$ cat config.mk
export PLATFORM = sky130hd
export DESIGN_NAME = cau_ctrl
export DESIGN_NICKNAME = d
export VERILOG_FILES = /design/src/hdl/cau_pkg.sv /design/src/hdl/cau_ctrl.sv
export SDC_FILE = /design/constraint.sdc
export NUM_CORES = 1
export LEC_CHECK = 0
export ABC_AREA = 1
export BUFFER_PORTS_ARGS = -buffer_cell sky130_fd_sc_hd__buf_2
export CAP_MARGIN = 40
export CELL_PAD_IN_SITES_DETAIL_PLACEMENT = 0
export CELL_PAD_IN_SITES_GLOBAL_PLACEMENT = 1
export CORE_MARGIN = 2
export CORE_UTILIZATION = 37
export DETAILED_ROUTE_END_ITERATION = 12
export MAX_ROUTING_LAYER = met4
export PLACE_DENSITY = 0.84
export SLEW_MARGIN = 10
export SYNTH_ARGS = -nofsm -noshare
export SYNTH_HDL_FRONTEND = slang
export SYNTH_SLANG_ARGS = --single-unit
$ cat constraint.sdc
create_clock -name clock -period 2.4 [get_ports clock]
set_clock_uncertainty 0.15 [all_clocks]
set_input_delay 0 -clock clock [delete_from_list [all_inputs] [get_ports clock]]
set_output_delay 0 -clock clock [all_outputs]
set_load 0.05 [all_outputs]
$ cat src/hdl/cau_pkg.sv
// Shared types, constants and helper functions of the complex arithmetic unit.
package cau_pkg;

   localparam int FRAC_BITS        = 16;
   localparam int CORDIC_STEPS_DEF = 24;
   localparam int CNT_W            = 6;
   localparam int DIV_STEPS        = 32 + FRAC_BITS;
   localparam int SQRT_STEPS       = 32;
   localparam int MOD_STEPS        = 14;
   localparam int ARG_SHIFT        = 20;
   localparam int GAIN_SHIFT       = 8;
   localparam int POL_OUT_SHIFT    = 22;
   localparam int ANG_SHIFT        = 30 - FRAC_BITS;

   localparam logic signed [35:0] PI_Q30      = 36'sd3373259426;
   localparam logic signed [35:0] HALF_PI_Q30 = 36'sd1686629713;
   localparam logic signed [35:0] TWO_PI_Q30  = 36'sd6746518852;
   localparam logic signed [31:0] GAIN_Q30    = 32'sd652032874;

   localparam logic [3:0] MODE_ADD     = 4'd0;
   localparam logic [3:0] MODE_SUB     = 4'd1;
   localparam logic [3:0] MODE_MUL     = 4'd2;
   localparam logic [3:0] MODE_DIV     = 4'd3;
   localparam logic [3:0] MODE_CONJ    = 4'd4;
   localparam logic [3:0] MODE_POW     = 4'd5;
   localparam logic [3:0] MODE_MODULUS = 4'd6;
   localparam logic [3:0] MODE_ARG     = 4'd7;
   localparam logic [3:0] MODE_POLAR   = 4'd8;

   localparam logic [1:0] ST_OK      = 2'd0;
   localparam logic [1:0] ST_DIVZERO = 2'd1;
   localparam logic [1:0] ST_NEGMOD  = 2'd2;
   localparam logic [1:0] ST_SAT     = 2'd3;

   typedef struct packed {
      logic [3:0]         mode;
      logic signed [31:0] a_re;
      logic signed [31:0] a_im;
      logic signed [31:0] b_re;
      logic signed [31:0] b_im;
      logic [5:0]         exponent;
   } req_type;

   typedef struct packed {
      logic signed [31:0] res_re;
      logic signed [31:0] res_im;
      logic [1:0]         status;
   } rsp_type;

   typedef enum logic [4:0] {
      OP_NONE, OP_LOAD, OP_ADDSUB, OP_MUL1, OP_MUL2, OP_MUL3,
      OP_DIVZERO, OP_NEGMOD, OP_DIV_P1, OP_DIV_P2, OP_DIV_P3, OP_DIV_P4,
      OP_DIV_INIT, OP_DIV_STEP, OP_DIV_END, OP_SQ1, OP_SQ2, OP_SQRT_STEP,
      OP_SQRT_END, OP_ARG_INIT, OP_CORDIC_STEP, OP_ARG_END, OP_POL_INIT,
      OP_POL_MOD, OP_POL_RED, OP_POL_END
   } dp_op_type;

   typedef enum logic [4:0] {
      S_IDLE, S_DISPATCH, S_MUL1, S_MUL2, S_MUL3, S_DIV1, S_DIV2, S_DIV3,
      S_DIV4, S_DIV_INIT, S_DIV_STEP, S_DIV_END, S_SQ1, S_SQ2, S_SQRT_STEP,
      S_SQRT_END, S_ARG_INIT, S_CORDIC, S_ARG_END, S_POL_INIT, S_POL_MOD,
      S_POL_RED, S_POL_END, S_DONE
   } fsm_state_type;

   typedef struct packed {
      dp_op_type  op;
      logic [4:0] idx;
      logic       sel;
   } dp_cmd_type;

   typedef struct packed {
      logic [3:0] mode;
      logic [5:0] exponent;
      logic       b_zero;
      logic       a_zero;
      logic       a_neg;
   } dp_stat_type;

   typedef struct packed {
      logic               sat;
      logic signed [31:0] val;
   } pack_type;

   typedef struct packed {
      logic        neg;
      logic [65:0] mag;
   } smag_type;

   function automatic smag_type to_smag(input logic signed [65:0] v);
      smag_type r;
      r.neg = v[65];
      r.mag = v[65] ? 66'(-v) : 66'(v);
      return r;
   endfunction

   // clamp a sign and magnitude to the 32-bit range
   function automatic pack_type sat_pack(input logic neg, input logic [65:0] mag);
      pack_type r;
      r.sat = 1'b0;
      if (neg) begin
         if (mag > 66'h0_8000_0000) begin
            r.sat = 1'b1;
            r.val = 32'sh8000_0000;
         end else begin
            r.val = 32'(32'd0 - mag[31:0]);
         end
      end else begin
         if (mag > 66'h0_7FFF_FFFF) begin
            r.sat = 1'b1;
            r.val = 32'sh7FFF_FFFF;
         end else begin
            r.val = mag[31:0];
         end
      end
      return r;
   endfunction

   function automatic logic signed [35:0] atan_q30(input logic [4:0] i);
      logic signed [35:0] r;
      case (i)
         5'd0: r = 36'sd843314857;
         5'd1: r = 36'sd497837829;
         5'd2: r = 36'sd263043837;
         5'd3: r = 36'sd133525159;
         5'd4: r = 36'sd67021687;
         5'd5: r = 36'sd33543516;
         5'd6: r = 36'sd16775851;
         5'd7: r = 36'sd8388437;
         5'd8: r = 36'sd4194283;
         5'd9: r = 36'sd2097149;
         5'd10: r = 36'sd1048576;
         5'd11: r = 36'sd524288;
         5'd12: r = 36'sd262144;
         5'd13: r = 36'sd131072;
         5'd14: r = 36'sd65536;
         5'd15: r = 36'sd32768;
         5'd16: r = 36'sd16384;
         5'd17: r = 36'sd8192;
         5'd18: r = 36'sd4096;
         5'd19: r = 36'sd2048;
         5'd20: r = 36'sd1024;
         5'd21: r = 36'sd512;
         5'd22: r = 36'sd256;
         5'd23: r = 36'sd128;
         5'd24: r = 36'sd64;
         5'd25: r = 36'sd32;
         5'd26: r = 36'sd16;
         5'd27: r = 36'sd8;
         5'd28: r = 36'sd4;
         5'd29: r = 36'sd2;
         5'd30: r = 36'sd1;
         default: r = 36'sd0;
      endcase
      return r;
   endfunction

endpackage

$ cat src/hdl/cau_ctrl.sv
// Sequencer of the complex arithmetic unit: steps the datapath through each mode.
module cau_ctrl import cau_pkg::*; #(
   parameter int CORDIC_STEPS = CORDIC_STEPS_DEF
) (
   input  logic        clock,
   input  logic        reset,
   input  logic        start,
   output logic        busy,
   output logic        rsp_strobe,
   input  dp_stat_type stat,
   output dp_cmd_type  cmd
);

   fsm_state_type    state_ff, state_in;
   logic [CNT_W-1:0] cnt_ff, cnt_in;
   logic             sel_ff, sel_in;

   always_ff @(posedge clock) begin
      if (reset) begin
         state_ff <= S_IDLE;
         cnt_ff   <= '0;
         sel_ff   <= 1'b0;
      end else begin
         state_ff <= state_in;
         cnt_ff   <= cnt_in;
         sel_ff   <= sel_in;
      end
   end

   always_comb begin
      state_in   = state_ff;
      cnt_in     = cnt_ff;
      sel_in     = sel_ff;
      cmd.op     = OP_NONE;
      cmd.idx    = cnt_ff[4:0];
      cmd.sel    = sel_ff;
      busy       = 1'b1;
      rsp_strobe = 1'b0;
      case (state_ff)
         S_IDLE: begin
            busy = 1'b0;
            if (start) begin
               cmd.op   = OP_LOAD;
               state_in = S_DISPATCH;
            end
         end
         S_DISPATCH: begin
            case (stat.mode)
               MODE_ADD, MODE_SUB, MODE_CONJ: begin
                  cmd.op   = OP_ADDSUB;
                  state_in = S_DONE;
               end
               MODE_MUL: begin
                  cnt_in   = CNT_W'(1);
                  state_in = S_MUL1;
               end
               MODE_POW: begin
                  cnt_in   = CNT_W'(stat.exponent);
                  state_in = (stat.exponent == '0) ? S_DONE : S_MUL1;
               end
               MODE_DIV: begin
                  if (stat.b_zero) begin
                     cmd.op   = OP_DIVZERO;
                     state_in = S_DONE;
                  end else begin
                     state_in = S_DIV1;
                  end
               end
               MODE_MODULUS: state_in = S_SQ1;
               MODE_ARG: state_in = stat.a_zero ? S_DONE : S_ARG_INIT;
               MODE_POLAR: begin
                  if (stat.a_neg) begin
                     cmd.op   = OP_NEGMOD;
                     state_in = S_DONE;
                  end else begin
                     state_in = S_POL_INIT;
                  end
               end
               default: state_in = S_DONE;
            endcase
         end
         S_MUL1: begin
            cmd.op   = OP_MUL1;
            state_in = S_MUL2;
         end
         S_MUL2: begin
            cmd.op   = OP_MUL2;
            state_in = S_MUL3;
         end
         S_MUL3: begin
            cmd.op = OP_MUL3;
            if (cnt_ff == CNT_W'(1)) begin
               state_in = S_DONE;
            end else begin
               cnt_in   = cnt_ff - CNT_W'(1);
               state_in = S_MUL1;
            end
         end
         S_DIV1: begin
            cmd.op   = OP_DIV_P1;
            state_in = S_DIV2;
         end
         S_DIV2: begin
            cmd.op   = OP_DIV_P2;
            state_in = S_DIV3;
         end
         S_DIV3: begin
            cmd.op   = OP_DIV_P3;
            state_in = S_DIV4;
         end
         S_DIV4: begin
            cmd.op   = OP_DIV_P4;
            sel_in   = 1'b0;
            state_in = S_DIV_INIT;
         end
         S_DIV_INIT: begin
            cmd.op   = OP_DIV_INIT;
            cnt_in   = '0;
            state_in = S_DIV_STEP;
         end
         S_DIV_STEP: begin
            cmd.op = OP_DIV_STEP;
            if (cnt_ff == CNT_W'(DIV_STEPS - 1)) begin
               state_in = S_DIV_END;
            end else begin
               cnt_in = cnt_ff + CNT_W'(1);
            end
         end
         S_DIV_END: begin
            cmd.op = OP_DIV_END;
            if (!sel_ff) begin
               sel_in   = 1'b1;
               state_in = S_DIV_INIT;
            end else begin
               state_in = S_DONE;
            end
         end
         S_SQ1: begin
            cmd.op   = OP_SQ1;
            state_in = S_SQ2;
         end
         S_SQ2: begin
            cmd.op   = OP_SQ2;
            cnt_in   = '0;
            state_in = S_SQRT_STEP;
         end
         S_SQRT_STEP: begin
            cmd.op = OP_SQRT_STEP;
            if (cnt_ff == CNT_W'(SQRT_STEPS - 1)) begin
               state_in = S_SQRT_END;
            end else begin
               cnt_in = cnt_ff + CNT_W'(1);
            end
         end
         S_SQRT_END: begin
            cmd.op   = OP_SQRT_END;
            state_in = S_DONE;
         end
         S_ARG_INIT: begin
            cmd.op   = OP_ARG_INIT;
            cnt_in   = '0;
            state_in = S_CORDIC;
         end
         S_CORDIC: begin
            cmd.op = OP_CORDIC_STEP;
            if (cnt_ff == CNT_W'(CORDIC_STEPS - 1)) begin
               state_in = (stat.mode == MODE_ARG) ? S_ARG_END : S_POL_END;
            end else begin
               cnt_in = cnt_ff + CNT_W'(1);
            end
         end
         S_ARG_END: begin
            cmd.op   = OP_ARG_END;
            state_in = S_DONE;
         end
         S_POL_INIT: begin
            cmd.op   = OP_POL_INIT;
            cnt_in   = CNT_W'(MOD_STEPS - 1);
            state_in = S_POL_MOD;
         end
         S_POL_MOD: begin
            // walk the multiples of two pi from the largest down
            cmd.op = OP_POL_MOD;
            if (cnt_ff == '0) begin
               state_in = S_POL_RED;
            end else begin
               cnt_in = cnt_ff - CNT_W'(1);
            end
         end
         S_POL_RED: begin
            cmd.op   = OP_POL_RED;
            cnt_in   = '0;
            state_in = S_CORDIC;
         end
         S_POL_END: begin
            cmd.op   = OP_POL_END;
            state_in = S_DONE;
         end
         S_DONE: begin
            rsp_strobe = 1'b1;
            state_in   = S_IDLE;
         end
         default: state_in = S_IDLE;
      endcase
   end

endmodule

== After elaboration in Yosys (flattened, before gate mapping) ==
Index checks and enable logic that the tools add are counted.
Operators by class
  add/sub/neg operators: 2
  reductions and logical operators: 12
  muxes and demuxes: 29
  equal/unequal tests: 46
Operators with widths (number)
  $pmux 5 s23: 1
  $pmux 5 s20: 1
  $pmux 6 s8: 1
  $mux 5: 9
  $eq 5x4->1 const B: 8
  $eq 5x5->1 const B: 8
  $mux 6: 5
  $pmux 5 s6: 1
  $eq 5x3->1 const B: 4
  $ne 2x2->1 const B: 10
  $eq 4x3->1 const B: 4
  $mux 3: 5
  $eq 6x5->1 const B: 2
  $logic_not 6->1: 2
  $pmux 6 s2: 1
  $eq 5x2->1 const B: 2
  $pmux 3 s3: 1
  $eq 4x2->1 const B: 2
  $reduce_bool 8->1: 1
  $reduce_and 7->1: 1
  $add 6x1->6 const B: 1
  $eq 6x1->1 const B: 1
  $eq 6x6->1 const B: 1
  $reduce_or 3->1: 2
  13 further kinds: 15
Word-level totals
  word-level logic and storage cells: 92
  register bits: 12
  input port bits: 16
  output and inout port bits: 13

== Depth between registers and ports, before layout ==
Gate-level depths: netlist (run 1).
  depth in word-level cells: 4
  depth in mapped cells: 13
  depth with buffers taken out: 12

== Worst setup path before layout (run 1) ==
OpenSTA, ideal clock, no wires.
  path type: register to output
  from: register state_ff[2]
  to: output port rsp_strobe
  arrival time: 1769 ps
  stages on the path, launching flop included: 5
  buffers on the path: 0
  data required time: 2250 ps
  slack: 481 ps
  cell sequence: dfxtp_1 -> inv_2 -> nor2_4 -> inv_1 -> nor3_1
Between the ends
  word-level cells in the longest chain between the ends: 2
Ends and longest elaborated chain
  start: declaration: RTL line cau_ctrl.sv:14  | fsm_state_type state_ff, state_in;
  start signal: assignment: RTL line cau_ctrl.sv:24  | state_ff <= state_in;
  $eq 5x5->1: RTL line cau_ctrl.sv:39  | case (state_ff)
  $mux 1: RTL line cau_ctrl.sv:39
  end: declaration: RTL line cau_ctrl.sv:9  | output logic rsp_strobe,
No other way between the ends.

==> run_results.csv, run 1 <==
group,metric,value,unit
power_and_ir_drop,ir_drop,446,uV
worst_setup_path,crit_path_max_incr_delay,650,ps
worst_hold_path,worstHoldPathCells,5,
worst_setup_path,endpoint_kind,"output port",
synthesis,synthTopCellsByArea,"nand2_1 24%, nor2_1 17%, dfxtp_1 14%",
power_and_ir_drop,p_int,0.873,mW
drt,wire_per_inst,12.3,um
drt,first_pass_iters,5,
synthesis,synth_compound_gate_area_share,0.0836,
sta,rsz0062_at_grt,"false",
power_and_ir_drop,power_leakage,1.15,nW
synthesis,netlist_instances,335,
placed_design,port-buffer-count,28,
synthesis,syn_avg_cell_area,5.14,sq um
synthesis,synth_xor_xnor_area_share,0.0153,
cells_and_area,drive_above_1_share,0.147,
worst_setup_path,crit_required,2250,ps
cells_and_area,fillers,500,
die,die_w,72.2,um
power_and_ir_drop,pwr_density_cell,1170,mW/mm^2
placed_design,dp_cells,407,
synthesis,synth-simple-area-share,0.597,
clock_network,cts.sink_count,12,
synthesis,synth_cell_types,30,
synthesis,synth_top_family_by_area,"simple AND/OR/NAND/NOR gates",
grt,gr-total-overflow,0,
synthesis,synthAdderAreaFrac,0.0291,
worst_setup_path,worstPathCellList,"nor2_1 > nand2_1 > nand2_1 > nor4_1 > o211ai_1 > buf_2",
synthesis,ys.warnings.count,0,
synthesis,synth.mux.area_fraction,0,
sta,layout_setup_ws,193,ps
synthesis,synth_area,0.00172,sq mm
die,core_area,0.00441,sq mm
power_and_ir_drop,p_comb_frac,0.732,
cells_and_area,instances_no_fill,413,
synthesis,seq_area_frac_synth,0.140,
worst_setup_path,critPathKind,"reg -> out",
worst_setup_path,crit_path_start_kind,"flop",
drt,vias,2129,
worst_setup_path,slowest_stage,"dfxtp_1",
grt,grt_pass1_vias,1882,
grt,grt_pass1_wl,8620,um
drt,drc_errors,0,
clock_network,cts_made_buffers,3,
synthesis,syn_nets,355,
worst_setup_path,r2r_cells,9,
drt,wl,5060,um
clock_network,worstSkewPairLatency,250,ps
die,ios,29,
die,dieArea,0.00522,sq mm
cells_and_area,n_antenna_cell,0,
die,dieHeight,72.2,um
cells_and_area,area_growth_syn_to_layout,12.7,%
clock_network,clk_pin_slew,60,ps
worst_hold_path,hp-class,"in -> reg",
grt,antenna_found_initial,0,
die,start_util,0.390,
sta,finalSetupTns,0,ps
power_and_ir_drop,p_clk_frac,0.104,
die,rows,24,
drt,via_per_inst,5.15,
worst_setup_path,crit_top_cell,"nand2_1",
grt,grt_max_degree,15,
power_and_ir_drop,p_sw_frac,0.615,
synthesis,ys_ff_latch,12,
power_and_ir_drop,switching_power,1.40,mW
clock_network,cts_tree,"yes",
outcome,status,"finished clean",
sta,worst_pin_slew,519,ps
sta,hold_viol_final,0,
power_and_ir_drop,pwr-share-seq,0.164,
sta,slew_headroom,0.653,
drt,ant_nets,0,
drt,drt_iter0_markers,255,
sta,slew_violations,0,
synthesis,netlist.area_leader.share,0.235,
sta,period_needed,2210,ps
worst_setup_path,cp_max_fo,14,
placed_design,detailedPlace.worstSlack,338,ps
placed_design,place_congestion,0.938,
synthesis,yosysTopAreaCell,"nand2_1",
sta,finalCritPeriodShare,0.920,
run,maxCapViolCount,0,
grt,grt_use_total,0.210,
clock_network,postCtsSetupRepairBufs,0,
cells_and_area,nets,382,
sta,hold_ws,37.2,ps
clock_network,ctsHtreeMaxLevel,1,
sta,setup_viol,0,
placed_design,post-dp-hpwl,4120,um
power_and_ir_drop,power,2.27,mW
worst_setup_path,crit_arrival,2060,ps
clock_network,root_buffer,"clkbuf_8",
sta,fmax,453,MHz
clock_network,cts_buffer_depth,2,
final timing paths:
check / startpoint / endpoint / slack (ps)
setup / recovery: state_ff[4]$_SDFFE_PP0P_ / cmd[7] / 190
setup reg to reg: cnt_ff[0]$_SDFFE_PP0P_ / state_ff[0]$_SDFFE_PP0P_ / 270
hold / removal: stat[3] / cnt_ff[0]$_SDFFE_PP0P_ / 40
hold reg to reg: sel_ff$_SDFFE_PP0P_ / sel_ff$_SDFFE_PP0P_ / 330
placed cells by master, fill, tap and decap left out, types with 5 or more instances in the layout:
cell / n
inv_1: 36
nand2_1: 108
nand3_1: 21
dfxtp_1: 12
a21oi_1: 11
nor2_1: 78
buf_2: 28
inv_2: 7
o21ai_0: 7
nand3b_1: 5
nand4_1: 8
synthesized netlist by cell type:
master	instances
a211o_1	1
nand3_2	4
buf_6	1
inv_2	7
dfxtp_1	12
nand2_2	2
nor3_1	4
nand2_1	108
o21ai_0	7
buf_4	7
nand4_1	8
nor2_2	4
a21oi_1	11
xor2_1	2
a22oi_1	1
nand3_1	21
nor2_1	78
a31oi_1	2
a41oi_1	1
nor4_1	1
inv_1	36
buf_2	1
xnor2_1	1
clkinv_1	1
o211ai_1	1
ha_1	4
nor2_4	2
nand3b_1	5
o2111ai_1	1
nor3_2	1
repair_timing:
action	4_1_cts	5_1_grt
hold buffers	2	0
resized for setup	0	0
hold endpoints to repair	6	0
routing by layer:
layer	up-vias	track usage	wire [um]
li1	1102	-	-
met1	925	0.304	2490
met2	92	0.317	2120
met5	-	-	0
met3	10	0.00972	381
met4	0	0.0566	76
per-stage QoR:
| step | utilization | cell area, sq um |
|---|---|---|
| final | 0.440 | 1940 |
| after global routing | 0.440 | 1940 |
| after CTS | 0.440 | 1940 |
| after detailed placement | 0.423 | 1870 |
| after global placement | 0.423 | 1870 |
| after floorplan | - | 1720 |
logic make-up after synthesis:
| kind of cell | after synthesis |
|---|---|
| AND/OR/NAND/NOR | 238 |
| flip-flops | 12 |
| XOR/XNOR | 3 |
| AO/OA/AOI/OAI | 25 |
| adder cells (fa/ha/maj) | 4 |
| buffers and inverters | 53 |
flip-flops by register name (all words and copies together) (netlist names):
name	cells
state_ff	5
sel_ff	1
cnt_ff	6
worst max-delay path: cells and delay by family (launching register included):
kind	cells	cell delay [ps]
AO/OA/AOI/OAI	1	170
buffers and inverters	1	240
flip-flops	1	650
AND/OR/NAND/NOR	4	740
layout make-up:
type	count	area, sq um	share of cell area
timing repair buffer	31	168	0.0864
sequential	12	240	0.124
multi-input combinational	270	1250	0.643
tap	52	65.1	0.0335
inverter	44	165	0.0851
clock buffer	4	55.1	0.0284
power by group through the flow:
stage	Sequential [mW]	Combinational (mW)	Clock (mW)
finish	0.373	1.66	0.236
global route	0.388	1.86	0.249
CTS	0.370	1.65	0.234
detailed placement	0.375	1.64	0
global placement	0.375	1.64	0
floorplan	0.328	1.41	0
Power figures use the tool's default switching activity.
==> run 2, diff against run 1 <==
--- a/config.mk
+++ b/config.mk
@@ -11,10 +11,11 @@
 export CELL_PAD_IN_SITES_DETAIL_PLACEMENT = 0
 export CELL_PAD_IN_SITES_GLOBAL_PLACEMENT = 1
 export CORE_MARGIN = 2
-export CORE_UTILIZATION = 37
+export CORE_UTILIZATION = 40
+export CTS_CLUSTER_SIZE = 16
 export DETAILED_ROUTE_END_ITERATION = 12
 export MAX_ROUTING_LAYER = met4
-export PLACE_DENSITY = 0.84
+export PLACE_DENSITY = 0.9
 export SLEW_MARGIN = 10
 export SYNTH_ARGS = -nofsm -noshare
 export SYNTH_HDL_FRONTEND = slang
==> constraint.sdc (replaced) <==
create_clock -name clock -period 2.7 [get_ports clock]
set_clock_uncertainty 0.15 [all_clocks]
set_input_delay 0 -clock clock [delete_from_list [all_inputs] [get_ports clock]]
set_output_delay 0 -clock clock [all_outputs]
set_load 0.05 [all_outputs]
==> run_results.csv, run 2 (same netlist as run 1, synthesis figures left out) <==
group,metric,value,unit
outcome,status,"finished clean",
cells_and_area,drive_above_1_share,0.144,
power_and_ir_drop,ir_drop,453,uV
placed_design,place_congestion,0.979,
worst_setup_path,crit_path_start_kind,"flop",
worst_setup_path,crit_required,2550,ps
worst_setup_path,critical_path_buf_inv_count,1,
sta,hold_viol_final,0,
die,ios,29,
cells_and_area,reg_top3,"cnt_ff x6, state_ff x5, sel_ff x1",
cells_and_area,final_common_cell,"nand2_1",
die,die_w,69.6,um
sta,setup_viol,0,
cells_and_area,top_register,"cnt_ff",
clock_network,cts_made_buffers,3,
drt,vias,2084,
worst_setup_path,critPathKind,"reg -> out",
grt,grt_pass1_wl,8150,um
drt,wl_met2,2090,um
drt,wirelength_met1,2440,um
worst_setup_path,cp_top_family,"simple AND/OR/NAND/NOR gates",
grt,gr-total-overflow,0,
grt,grt_use_total,0.210,
clock_network,cts_tree,"yes",
clock_network,ctsHtreeMaxLevel,1,
drt,wl,4890,um
clock_network,worstSkewPairLatency,240,ps
drt,drt_iter0_markers,156,
clock_network,root_buffer,"clkbuf_8",
sta,slew_headroom,0.633,
sta,period_needed,2250,ps
worst_setup_path,endpoint_kind,"output port",
drt,dr_wl_met3,301,um
sta,worst_pin_slew,550,ps
worst_setup_path,slowest_stage,"dfxtp_1",
grt,antenna_found_initial,0,
worst_setup_path,reg2reg_slack,610,ps
sta,finalSetupTns,0,ps
power_and_ir_drop,power_leakage,1.14,nW
drt,via_per_inst,5.08,
sta,rsz0062_at_grt,"false",
drt,ant_nets,0,
die,start_util,0.424,
run,maxCapViolCount,0,
die,rows,23,
clock_network,cts_buffer_depth,2,
grt,grt_max_degree,15,
worst_setup_path,worstPathCellList,"nor2_1 > nand2_1 > nand2_1 > nor2_1 > nand4_1 > a211o_1 > buf_2",
worst_setup_path,crit_arrival,2100,ps
worst_hold_path,hp-class,"in -> reg",
drt,first_pass_iters,5,
sta,fmax,445,MHz
cells_and_area,nets,382,
cells_and_area,largest_reg_flops,6,
placed_design,detailedPlace.worstSlack,643,ps
die,dieArea,0.00484,sq mm
drt,topRoutingLayerUsed,"met4",
clock_network,clk_pin_slew,60,ps
clock_network,cts.sink_count,12,
worst_setup_path,crit_path_max_incr_delay,660,ps
placed_design,post-dp-hpwl,4010,um
sta,finalCritPeriodShare,0.832,
cells_and_area,area_growth_syn_to_layout,11.8,%
grt,grt_pass1_vias,1769,
drt,wire_per_inst,11.9,um
sta,slew_violations,0,
cells_and_area,fillers,451,
die,dieHeight,69.6,um
cells_and_area,layout_common_cells,"108 x nand2_1, 78 x nor2_1, 36 x inv_1",
die,core_area,0.00406,sq mm
power_and_ir_drop,power,1.97,mW
power_and_ir_drop,pwr_density_cell,1030,mW/mm^2
placed_design,port-buffer-count,28,
worst_setup_path,cp_max_fo,14,
cells_and_area,n_antenna_cell,0,
sta,layout_setup_ws,455,ps
drt,drc_errors,0,
run 2: cell types whose count changed in the layout (fill, tap and decap cells not counted):
cell | previous run | this run
clkbuf_8 | 4 | 3
run 2: through the flow:
| stage | cell area [sq um] | util | std cells | hold WS, ps |
|---|---|---|---|---|
| after floorplan | 1720 | - | 335 | -80.9 |
| final | 1920 | 0.474 | 410 | 45.8 |
| after global routing | 1920 | 0.474 | 410 | 84.6 |
| after global placement | 1860 | 0.459 | 405 | 121 |
| after CTS | 1920 | 0.474 | 410 | 42.2 |
| after detailed placement | 1860 | 0.459 | 405 | 117 |
run 2: where the power goes:
part           internal, mW  switching (mW)
sequential            0.232           0.104
clock                0.0987          0.0727
combinational         0.414            1.05
run 2: layout make-up:
class | count | area (sq um) | share of cell area
inverters | 44 | 165 | 0.0858
multi-input cells | 270 | 1250 | 0.648
flip-flops and latches | 12 | 240 | 0.125
clock buffers | 3 | 41.3 | 0.0215
repair buffers | 31 | 168 | 0.0871
well taps | 50 | 62.6 | 0.0325
run 2: final timing paths:
check | start | endpoint | depth (start not counted)
max | state_ff[4]$_SDFFE_PP0P_ | cmd[10] | 7
min | stat[9] | state_ff[3]$_SDFFE_PP0P_ | 4
max reg2reg | cnt_ff[0]$_SDFFE_PP0P_ | cnt_ff[0]$_SDFFE_PP0P_ | 12
min reg2reg | sel_ff$_SDFFE_PP0P_ | sel_ff$_SDFFE_PP0P_ | 2
run 2: worst min-delay path, stage by stage:
cell     delay, ps
buf_2          110
nor2_1          70
nand3_1        110
a41oi_1        100
run 2: repair_timing:
item	4_1_cts	5_1_grt
resized for setup	0	0
endpoints found under the hold margin	6	0
buffers inserted	0	0
endpoints found under the setup margin	0	0
hold buffers	2	0
run 2: layer usage:
layer  up-vias  track usage
met1       911        0.309
li1       1093            -
met5         -            -
met4         0       0.0654
met2        75        0.301
met3         5       0.0174
==> run 3, diff against run 2 <==
--- a/config.mk
+++ b/config.mk
@@ -11,11 +11,11 @@
 export CELL_PAD_IN_SITES_DETAIL_PLACEMENT = 0
 export CELL_PAD_IN_SITES_GLOBAL_PLACEMENT = 1
 export CORE_MARGIN = 2
-export CORE_UTILIZATION = 40
+export CORE_UTILIZATION = 37
 export CTS_CLUSTER_SIZE = 16
 export DETAILED_ROUTE_END_ITERATION = 12
 export MAX_ROUTING_LAYER = met4
-export PLACE_DENSITY = 0.9
+export PLACE_DENSITY = 0.84
 export SLEW_MARGIN = 10
 export SYNTH_ARGS = -nofsm -noshare
 export SYNTH_HDL_FRONTEND = slang
==> constraint.sdc (replaced) <==
create_clock -name clock -period 2.1 [get_ports clock]
set_clock_uncertainty 0.15 [all_clocks]
set_input_delay 0 -clock clock [delete_from_list [all_inputs] [get_ports clock]]
set_output_delay 0 -clock clock [all_outputs]
set_load 0.05 [all_outputs]
==> run_results.csv, run 3 (same netlist as run 1, synthesis figures left out) <==
group,metric,value,unit
outcome,status,"finished clean",
grt,grt_pass1_vias,1860,
cells_and_area,top_register,"cnt_ff",
power_and_ir_drop,pwr_density_cell,1330,mW/mm^2
sta,setup_viol,0,
cells_and_area,nets,395,
worst_hold_path,holdPathEnd,"cnt_ff[0]$_SDFFE_PP0P_",
placed_design,post-dp-hpwl,4370,um
worst_hold_path,hold_path.startpoint,"stat[3]",
die,dieArea,0.00522,sq mm
placed_design,detailedPlace.worstSlack,50.5,ps
cells_and_area,area_growth_syn_to_layout,19.1,%
die,die_w,72.2,um
clock_network,cts_made_buffers,3,
sta,fmax,496,MHz
worst_setup_path,crit_arrival,1860,ps
drt,ant_nets,0,
cells_and_area,fin_util,0.465,
grt,grt_use_total,0.213,
drt,vias,2148,
clock_network,cts.sink_count,12,
placed_design,dp_cells,420,
sta,period_needed,2010,ps
worst_setup_path,endpoint_kind,"output port",
sta,slew_violations,0,
worst_setup_path,r2r_cells,10,
power_and_ir_drop,power_leakage,1.21,nW
die,rows,24,
grt,grt_max_degree,13,
worst_setup_path,cp_max_fo,5,
placed_design,place_congestion,0.961,
clock_network,worstSkewPairLatency,250,ps
worst_hold_path,worstHoldPathCells,5,
clock_network,cts_tree,"yes",
drt,first_pass_iters,5,
worst_setup_path,worstReg2RegEnd,"cnt_ff[3]$_SDFFE_PP0P_",
clock_network,cts_buffer_depth,2,
clock_network,postCtsSetupRepairBufs,0,
die,ios,29,
die,start_util,0.390,
cells_and_area,layout_common_cells,"107 x nand2_1, 77 x nor2_1, 36 x inv_1",
grt,gr-total-overflow,0,
worst_setup_path,crit_required,1950,ps
power_and_ir_drop,power,2.72,mW
grt,antenna_found_initial,0,
clock_network,root_buffer,"clkbuf_8",
worst_setup_path,r2r_start,"state_ff[0]$_SDFFE_PP0P_",
run,maxCapViolCount,0,
drt,drc_errors,0,
drt,wire_per_inst,12.3,um
worst_setup_path,crit_path_start_kind,"flop",
clock_network,ctsHtreeMaxLevel,1,
worst_setup_path,reg2reg_slack,140,ps
worst_setup_path,critPathKind,"reg -> out",
die,dieHeight,72.2,um
drt,drt_iter0_markers,217,
cells_and_area,instances_no_fill,425,
cells_and_area,final_common_cell,"nand2_1",
sta,slew_headroom,0.742,
sta,worst_pin_slew,384,ps
placed_design,port-buffer-count,28,
cells_and_area,drive_above_1_share,0.196,
sta,hold_viol_final,0,
clock_network,clk_pin_slew,60,ps
grt,grt_pass1_wl,8520,um
cells_and_area,reg_top3,"cnt_ff x6, state_ff x5, sel_ff x1",
drt,wl,5230,um
worst_hold_path,hp-class,"in -> reg",
sta,finalCritPeriodShare,0.959,
die,core_area,0.00441,sq mm
drt,via_per_inst,5.05,
power_and_ir_drop,ir_drop,506,uV
cells_and_area,n_antenna_cell,0,
cells_and_area,largest_reg_flops,6,
sta,layout_setup_ws,85.2,ps
==> run 3: critical path, cell delays in order, from the launching register on <==
cell,delay [ps]
dfxtp_1,410
nand2_1,140
nor2_1,240
nand2_1,170
nand2_1,150
a21oi_1,80
o2111ai_1,120
clkbuf_4,290
==> run 3: worst max path at each step <==
stage | start | end | slack (ps) | depth (start not counted)
2_1_floorplan | state_ff[2]$_SDFFE_PP0P_ | rsp_strobe | 180 | 4
3_3_place_gp | cnt_ff[0]$_SDFFE_PP0P_ | state_ff[1]$_SDFFE_PP0P_ | 60 | 9
3_5_place_dp | cnt_ff[0]$_SDFFE_PP0P_ | state_ff[1]$_SDFFE_PP0P_ | 50 | 9
4_1_cts | state_ff[4]$_SDFFE_PP0P_ | cmd[8] | 40 | 7
5_1_grt | state_ff[1]$_SDFFE_PP0P_ | cmd[8] | -2 | 9
6_report | state_ff[0]$_SDFFE_PP0P_ | cmd[8] | 90 | 7
==> run 3: power by group <==
group / leakage (nW) / switching (mW) / total, mW / internal [mW]
combinational: 1.09 / 1.44 / 2.09 / 0.652
clock: 0.0216 / 0.0909 / 0.218 / 0.127
sequential: 0.101 / 0.110 / 0.418 / 0.308
total: 1.21 / 1.64 / 2.72 / 1.09
==> run 3: timing repair <==
item | CTS | global route
resized for setup | 2 | 11
hold buffers | 2 | 0
pin swaps | 0 | 1
endpoints found under the hold margin | 6 | 0
endpoints found under the setup margin | 1 | 12
==> run 3: layout make-up <==
cell class	count	area [sq um]
fillers	502	2360
multi-input cells	270	1260
repair buffers	44	270
flip-flops and latches	12	251
inverters	44	165
well taps	52	65.1
clock buffers	3	41.3
==> run 3: metal layers <==
layer	GRT usage	vias to the layer above	part of all wire
li1	-	1127	-
met4	0.0566	0	0.011
met5	-	-	0
met1	0.292	926	0.48
met2	0.326	90	0.43
met3	0.0333	5	0.082
==> run 3: stage by stage <==
step / setup TNS (ps) / hold WS (ps) / cell area (sq um)
after floorplan: 0 / -80.9 / 1720
after global placement: 0 / 120 / 1960
after detailed placement: 0 / 128 / 1960
after CTS: 0 / 39.2 / 2030
after global routing: -1.71 / 96.4 / 2050
final: 0 / 44.9 / 2050
